===== config.mk =====
export PLATFORM = sky130hd
export DESIGN_NAME = json_string_escaper_top
export DESIGN_NICKNAME = d
export VERILOG_FILES = /design/src/rtl/core/jse_pkg.sv /design/src/rtl/core/jse_front.sv /design/src/rtl/core/jse_fifo.sv /design/src/rtl/core/jse_back.sv /design/src/rtl/core/json_string_escaper_top.sv
export VERILOG_INCLUDE_DIRS = /design/src /design/src/rtl/core
export SDC_FILE = /design/constraint.sdc
export NUM_CORES = 1
export LEC_CHECK = 0
export BUFFER_PORTS_ARGS = -buffer_cell sky130_fd_sc_hd__buf_2
export CORE_MARGIN = 8
export CORE_UTILIZATION = 51
export CTS_CLUSTER_SIZE = 10
export DETAILED_ROUTE_END_ITERATION = 7
export PLACE_DENSITY = 0.68
export SYNTH_ARGS = -nofsm -noshare
export SYNTH_HDL_FRONTEND = slang
export SYNTH_SLANG_ARGS = --single-unit

===== constraint.sdc =====
create_clock -name clk -period 4.7 [get_ports clk]
set_input_delay 0.47 -clock clk [delete_from_list [all_inputs] [get_ports clk]]
set_output_delay 0.47 -clock clk [all_outputs]
set_load 0.05 [all_outputs]

===== src/rtl/core/json_string_escaper_top_defines.svh =====
// Assertion macros used by the escaper back end.
`ifndef JSON_STRING_ESCAPER_TOP_DEFINES_SVH
`define JSON_STRING_ESCAPER_TOP_DEFINES_SVH

// Same-cycle implication, off during reset
`define JSE_ASSERT_NOW(lbl, clk, rst, ante, cons, msg) \
  lbl: assert property (@(posedge clk) disable iff (rst) (ante) |-> (cons)) else $error(msg);

// Next-cycle implication, off during reset
`define JSE_ASSERT_NEXT(lbl, clk, rst, ante, cons, msg) \
  lbl: assert property (@(posedge clk) disable iff (rst) (ante) |=> (cons)) else $error(msg);

`endif


===== src/rtl/core/jse_pkg.sv =====
// Shared types, constants and helpers for the JSON string escaper.
package jse_pkg;

  localparam logic [20:0] CP_MAX    = 21'h10FFFF;
  localparam logic [20:0] SUPP_BASE = 21'h010000;

  localparam logic [6:0] CH_QUOTE = 7'h22;
  localparam logic [6:0] CH_BSL   = 7'h5C;
  localparam logic [6:0] CH_U     = 7'h75;

  // Queue between front and back
  localparam int QDEPTH = 4;
  localparam int QAW    = $clog2(QDEPTH);

  // Lengths of the escape bodies
  localparam logic [3:0] LEN_U1 = 4'd6;
  localparam logic [3:0] LEN_U2 = 4'd12;

  typedef enum logic [2:0] {
    KIND_NONE,
    KIND_CHAR,
    KIND_PAIR,
    KIND_U1,
    KIND_U2
  } kind_t;

  // One classified item, ready for the character sequencer
  typedef struct packed {
    logic        starts;
    logic        ends;
    kind_t       kind;
    logic [6:0]  ch;     // literal char, or escape letter
    logic [15:0] hi;     // first \u value
    logic [15:0] lo;     // second \u value (surrogate pair only)
    logic [3:0]  len;    // body characters
    logic [3:0]  total;  // all characters incl. quotes
  } desc_t;

  // Queue status seen by the front and the back
  typedef struct packed {
    logic full;
    logic empty;
  } q_stat_t;

  // Lowercase hex digit
  function automatic logic [6:0] hex_char(input logic [3:0] n);
    logic [6:0] r;
    if (n < 4'd10) r = 7'h30 + {3'b000, n};
    else           r = 7'h57 + {3'b000, n};
    return r;
  endfunction

endpackage


===== src/rtl/core/jse_front.sv =====
// Front end: accepts codepoints and classifies them into escape descriptors.
module jse_front (
  input  logic                  s_axis_tvalid,
  output logic                  s_axis_tready,
  input  logic [23:0]           s_axis_tdata,   // [20:0] codepoint, rest zero
  input  logic                  s_axis_tuser,   // [0] starts_string
  input  logic                  s_axis_tlast,   // ends_string
  input  jse_pkg::q_stat_t      q_stat,
  output logic                  push,
  output jse_pkg::desc_t        push_desc
);
  import jse_pkg::*;

  logic [20:0] cp;
  logic [20:0] v;
  logic [3:0]  flags;

  assign s_axis_tready = !q_stat.full;
  assign push          = s_axis_tvalid && !q_stat.full;

  // Clamp and offset for the surrogate split
  assign cp = (s_axis_tdata[20:0] > CP_MAX) ? CP_MAX : s_axis_tdata[20:0];
  assign v  = cp - SUPP_BASE;

  // Classify the codepoint
  always_comb begin
    push_desc        = '0;
    push_desc.starts = s_axis_tuser;
    push_desc.ends   = s_axis_tlast;
    push_desc.hi     = cp[15:0];
    push_desc.lo     = {6'b110111, v[9:0]};
    case (cp)
      21'h000000: begin
        push_desc.kind = KIND_NONE;
        push_desc.len  = 4'd0;
      end
      21'h000022: begin push_desc.kind = KIND_PAIR; push_desc.ch = 7'h22; end
      21'h00005C: begin push_desc.kind = KIND_PAIR; push_desc.ch = 7'h5C; end
      21'h00000A: begin push_desc.kind = KIND_PAIR; push_desc.ch = 7'h6E; end
      21'h00000D: begin push_desc.kind = KIND_PAIR; push_desc.ch = 7'h72; end
      21'h000009: begin push_desc.kind = KIND_PAIR; push_desc.ch = 7'h74; end
      21'h000007: begin push_desc.kind = KIND_PAIR; push_desc.ch = 7'h61; end
      21'h000008: begin push_desc.kind = KIND_PAIR; push_desc.ch = 7'h62; end
      21'h00000C: begin push_desc.kind = KIND_PAIR; push_desc.ch = 7'h66; end
      default: begin
        if (cp inside {[21'd32 : 21'd126]}) begin
          push_desc.kind = KIND_CHAR;
          push_desc.ch   = cp[6:0];
        end else if (cp >= SUPP_BASE) begin
          push_desc.kind = KIND_U2;
          push_desc.hi   = {6'b110110, v[19:10]};
        end else begin
          push_desc.kind = KIND_U1;
        end
      end
    endcase

    // Body length follows the kind
    case (push_desc.kind)
      KIND_CHAR: push_desc.len = 4'd1;
      KIND_PAIR: push_desc.len = 4'd2;
      KIND_U1:   push_desc.len = LEN_U1;
      KIND_U2:   push_desc.len = LEN_U2;
      default:   push_desc.len = 4'd0;
    endcase
    flags           = {3'b000, s_axis_tuser} + {3'b000, s_axis_tlast};
    push_desc.total = push_desc.len + flags;
  end

endmodule


===== src/rtl/core/jse_fifo.sv =====
// Short descriptor queue between the front and the back.
module jse_fifo (
  input  logic             clk,
  input  logic             rst,
  input  logic             push,
  input  jse_pkg::desc_t   push_desc,
  output jse_pkg::q_stat_t q_stat,
  input  logic             pop,
  output jse_pkg::desc_t   head
);
  import jse_pkg::*;

  desc_t          mem [QDEPTH];
  logic [QAW:0]   wr_ptr;
  logic [QAW:0]   rd_ptr;

  assign q_stat.empty = (wr_ptr == rd_ptr);
  assign q_stat.full  = (wr_ptr[QAW] != rd_ptr[QAW]) &&
                        (wr_ptr[QAW-1:0] == rd_ptr[QAW-1:0]);
  assign head         = mem[rd_ptr[QAW-1:0]];

  // Storage
  always_ff @(posedge clk) begin
    if (push) mem[wr_ptr[QAW-1:0]] <= push_desc;
  end

  // Pointers
  always_ff @(posedge clk) begin
    if (rst) begin
      wr_ptr <= '0;
      rd_ptr <= '0;
    end else begin
      if (push) wr_ptr <= wr_ptr + 1'b1;
      if (pop)  rd_ptr <= rd_ptr + 1'b1;
    end
  end

endmodule


===== src/rtl/core/jse_back.sv =====
// Back end: walks one descriptor and sends its characters, one per cycle while m_axis_tready does not stall the output.
`include "json_string_escaper_top_defines.svh"

module jse_back (
  input  logic             clk,
  input  logic             rst,
  input  jse_pkg::q_stat_t q_stat,
  input  jse_pkg::desc_t   head,
  output logic             pop,
  output logic             m_axis_tvalid,
  input  logic             m_axis_tready,
  output logic [7:0]       m_axis_tdata,   // [6:0] out_char, [7] zero
  output logic             m_axis_tlast    // last_of_run
);
  import jse_pkg::*;

  logic       head_valid;
  logic       load;
  logic       emit;
  logic       at_last;
  logic [3:0] pos;
  logic [3:0] pos_next;
  logic [3:0] b;
  logic [3:0] b_lo;
  logic [2:0] j;
  logic [15:0] val;
  logic [6:0] body_ch;
  logic [6:0] ch;

  assign head_valid = !q_stat.empty;
  assign load       = !m_axis_tvalid || m_axis_tready;
  assign emit       = head_valid && (head.total != 4'd0) && load;
  assign at_last    = (pos == head.total - 4'd1);
  assign pop        = head_valid && ((head.total == 4'd0) || (emit && at_last));

  // Position inside the body, and inside one \u escape
  assign b    = pos - {3'b000, head.starts};
  assign b_lo = b - LEN_U1;
  assign j    = (b >= LEN_U1) ? b_lo[2:0] : b[2:0];
  assign val  = (b >= LEN_U1) ? head.lo : head.hi;

  // Body character
  always_comb begin
    case (head.kind)
      KIND_CHAR: body_ch = head.ch;
      KIND_PAIR: body_ch = (b == 4'd0) ? CH_BSL : head.ch;
      KIND_U1, KIND_U2: begin
        case (j)
          3'd0:    body_ch = CH_BSL;
          3'd1:    body_ch = CH_U;
          3'd2:    body_ch = hex_char(val[15:12]);
          3'd3:    body_ch = hex_char(val[11:8]);
          3'd4:    body_ch = hex_char(val[7:4]);
          default: body_ch = hex_char(val[3:0]);
        endcase
      end
      default: body_ch = CH_QUOTE;
    endcase
  end

  // Opening quote, body, closing quote
  always_comb begin
    if (head.starts && pos == 4'd0) ch = CH_QUOTE;
    else if (b < head.len)          ch = body_ch;
    else                            ch = CH_QUOTE;
  end

  assign pos_next = pop ? 4'd0 : (emit ? pos + 4'd1 : pos);

  // Sequencer position
  always_ff @(posedge clk) begin
    if (rst) pos <= '0;
    else     pos <= pos_next;
  end

  // Output register
  always_ff @(posedge clk) begin
    if (rst) begin
      m_axis_tvalid <= 1'b0;
    end else if (load) begin
      m_axis_tvalid <= emit;
    end
  end

  always_ff @(posedge clk) begin
    if (emit) begin
      m_axis_tdata <= {1'b0, ch};
      m_axis_tlast <= at_last;
    end
  end

  `JSE_ASSERT_NOW(a_pos_in_range, clk, rst, head_valid && head.total != 4'd0, pos < head.total, "position past end of item")
  `JSE_ASSERT_NOW(a_last_pops, clk, rst, emit && at_last, pop, "last character sent without releasing item")
  `JSE_ASSERT_NEXT(a_pop_shows_last, clk, rst, pop && head.total != 4'd0, m_axis_tvalid && m_axis_tlast, "finished item did not end with a last character")

endmodule


===== src/rtl/core/json_string_escaper_top.sv =====
// Top level of the JSON string escaper: front, queue and back.
//
//  channel  dir  handshake              payload
//  s_axis   in   s_axis_tvalid/tready   tdata[20:0] codepoint, tuser starts_string,
//                                       tlast ends_string
//  m_axis   out  m_axis_tvalid/tready   tdata[6:0] out_char, tlast last_of_run
//
// Each item yields 0 to 14 output characters, which the back end sends one
// per transfer; an item with no characters is released from the queue without
// a transfer. The front takes an item every cycle while the four-entry queue has
// room, so it keeps accepting during output stalls.
// Reset (rst, synchronous) empties the queue and the output register.
module json_string_escaper_top (
  input  logic        clk,
  input  logic        rst,
  input  logic        s_axis_tvalid,
  output logic        s_axis_tready,
  input  logic [23:0] s_axis_tdata,   // [20:0] codepoint, [23:21] zero
  input  logic        s_axis_tuser,   // [0] starts_string
  input  logic        s_axis_tlast,   // ends_string
  output logic        m_axis_tvalid,
  input  logic        m_axis_tready,
  output logic [7:0]  m_axis_tdata,   // [6:0] out_char, [7] zero
  output logic        m_axis_tlast    // last_of_run
);
  import jse_pkg::*;

  q_stat_t q_stat;
  desc_t   push_desc;
  desc_t   head;
  logic    push;
  logic    pop;

  jse_front u_front (
    .s_axis_tvalid (s_axis_tvalid),
    .s_axis_tready (s_axis_tready),
    .s_axis_tdata  (s_axis_tdata),
    .s_axis_tuser  (s_axis_tuser),
    .s_axis_tlast  (s_axis_tlast),
    .q_stat        (q_stat),
    .push          (push),
    .push_desc     (push_desc)
  );

  jse_fifo u_fifo (
    .clk       (clk),
    .rst       (rst),
    .push      (push),
    .push_desc (push_desc),
    .q_stat    (q_stat),
    .pop       (pop),
    .head      (head)
  );

  jse_back u_back (
    .clk           (clk),
    .rst           (rst),
    .q_stat        (q_stat),
    .head          (head),
    .pop           (pop),
    .m_axis_tvalid (m_axis_tvalid),
    .m_axis_tready (m_axis_tready),
    .m_axis_tdata  (m_axis_tdata),
    .m_axis_tlast  (m_axis_tlast)
  );

endmodule

==> run metrics <==
WL per Instance=21.4 um; ANT cells=0; worst path required time=5010 ps; Post-synth EDFFs=188; Initial DRT Pass Iterations=5; number of remaining DRC errors=0; P_leak=3.59 nW; Cell Area, Synth=9560 um^2; fin crit period=4310 ps; Hold Violations, Final=0; most common cell in the netlist=edfxtp_1; register area share after synthesis=61.8%; Die Ht=153 um; post-route antenna net violation count=0; Fin Setup TNS=0 ps; Synth Instances=681; DR vias=5858; Hold WC Path Type=input pin to flip-flop; Hold-fix buffers, CTS=0; synth warn=0; worst setup margin=391 ps; final period utilization=91.7%; largest cells by area after synthesis=edfxtp_1 59%, mux4_2 9.0%, ha_1 2.9%; grt ovf=0; Worst setup SP type=flip-flop; Clock Skew=8.61 ps; antenna violations before repair=0; average size of a mapped cell=14.0 um^2; post-place setup slack=455 ps; Tightest Pin Transition=1010 ps; Core ar.=18500 um^2; Peak Freq=232 MHz; crit path capture type=flip-flop; number of global-route vias before repair=6150; Die Wd=153 um; Distinct cells, synth=74; Root Buffer=clkbuf_16; top post-synthesis cells by count=188 x edfxtp_1, 53 x nand2_1, 45 x nor2_1; Arr. time, crit path=4620 ps; CTS tree=done; worst r2r path cells=13; hold depth=1; Via-to-Cell Ratio=6.08; Post-Route WL=20.6 mm; Layout Nets=772; die footprint=23400 um^2; Initial Utilization=51.6%; met3 Resource Use GR=4.23%; Clock transition at path regs=50 ps; Clock Path Buffers=3; Filler cells=1462; GR Util met1=22.1%; first-pass GRT wire length=32.7 mm; Clock Sink Count=201; outcome=complete, no violations; total design power=0.00441 W; port buffer count=36; Core Rows=50; hpwl dp=13.8 mm; register bit count reported by yosys=201; TritonCTS Buffers=24; clk_lat worst skew=500 ps; H-tree levels=1; met2 Use GR=30.1%; Final Setup Violations=0; gr usage total=17.6%; Worst Path Class, Setup=flip-flop to flip-flop; layout cell share with drive strength beyond 1=19.2%; postcts setup bufs=0; PD cells=415 nW/um^2; hold_ws=227 ps; Slew HR=32.4%; Synth top area share=59.1%; Max VDD drop=0.000301 V; Mapped Nets=734; pin count of the biggest net entering global routing=49; final RePlAce weighted congestion=0.942; Pins Over Slew Limit=0; area leader, netlist=edfxtp_1; worst-path maximum fanout=18; I/O pin count=41; CTS-repair resized insts=0; max cap viols=0; RSZ-0062 raised after global routing=no; drt first-iter violations=436; ys async rst share=0%; Post-synth top flop=edfxtp_1; area growth from synthesis to layout=11.1%; GRT busiest layer=met2
-- power breakdown --
part / internal [W] / leakage, nW / switching (W)
combinational: 0.000236 / 1.41 / 0.000453
sequential: 0.00205 / 1.83 / 0.0000246
clock: 0.00102 / 0.345 / 0.000634
-- worst paths after layout --
kind / from / end / slack, ps
worst min-delay path: s_axis_tuser / u_fifo.mem[2][45] / 230
worst min register to register: u_fifo.rd_ptr[2] / u_fifo.rd_ptr[2] / 560
worst max-delay path: u_fifo.mem[3][45] / u_back.m_axis_tdata[1] / 390
worst max register to register: u_fifo.mem[3][45] / u_back.m_axis_tdata[1] / 390
-- metal layers --
metal	up-vias	share of wire (%)
met1	2916	42
met3	36	7.3
li1	2706	-
met5	-	0
met4	0	2.0
met2	200	49
-- cells by family after synthesis --
family                     Yosys count  share of synthesized area, %
AOI/OAI and AO/OA                  110                          7.92
xor gates and xnor gates            24                          2.20
adders and majority gates           23                          3.09
buffers and inverters               63                          3.22
DFF                                201                          61.8
muxes                               52                          10.7
other                                1                        0.0392
and+or+nand+nor                    207                          11.0
-- flip-flops by register name, summed over array words and instances (netlist names), named ones only --
name / cells
u_fifo.mem: 180
u_back.m_axis_tdata: 7
u_back.pos: 4
u_fifo.rd_ptr: 3
u_fifo.wr_ptr: 3
u_back.m_axis_tlast: 1
u_back.m_axis_tvalid: 1
-- layout make-up --
| class | instances | area, um^2 | share of cell area [%] |
|---|---|---|---|
| clock buffer | 36 | 707 | 6.66 |
| inverter | 30 | 113 | 1.06 |
| multi-input combinational | 417 | 3350 | 31.5 |
| sequential | 201 | 5910 | 55.6 |
| tap | 234 | 293 | 2.76 |
| timing repair buffer | 45 | 248 | 2.33 |
-- worst max-delay path, cell delays in order (launching register included) --
cell,delay (ps)
edfxtp_1,370
mux4_2,520
ha_1,250
ha_1,460
nor2b_1,120
o31ai_4,210
buf_4,230
and2_4,290
mux2_4,320
or4_4,450
ha_1,320
a21oi_1,150
o221ai_1,160
o211ai_1,270
-- per-stage QoR --
step | util (%) | cells | instance area (um^2)
finish | 57.3 | 963 | 10600
global route | 57.3 | 963 | 10600
CTS | 57.3 | 963 | 10600
floorplan | - | 681 | 9560
global placement | 53.5 | 927 | 9910
detailed placement | 53.5 | 927 | 9910
-- layout by cell type (no fill, tap or decap), types with 6 or more instances in the layout --
cell type / netlist / final
nor3_1: 15 / 15
nor4_1: 8 / 8
o211ai_1: 9 / 9
nand2_1: 53 / 53
inv_1: 30 / 30
nor2b_1: 10 / 10
mux2_2: 7 / 7
ha_1: 22 / 22
nand2b_1: 9 / 9
a21oi_1: 28 / 28
o21ai_1: 7 / 7
clkbuf_16: 0 / 25
clkbuf_1: 14 / 7
xor2_1: 11 / 11
nand4_1: 8 / 8
nand3_1: 22 / 22
edfxtp_1: 188 / 188
nor2_1: 45 / 45
o221ai_1: 6 / 6
buf_4: 2 / 9
buf_2: 9 / 36
xnor2_1: 13 / 13
mux4_2: 38 / 38
or3_1: 7 / 7
o21ai_0: 11 / 11
dfxtp_1: 13 / 11
Note: power is estimated with default switching activity, not from simulation.
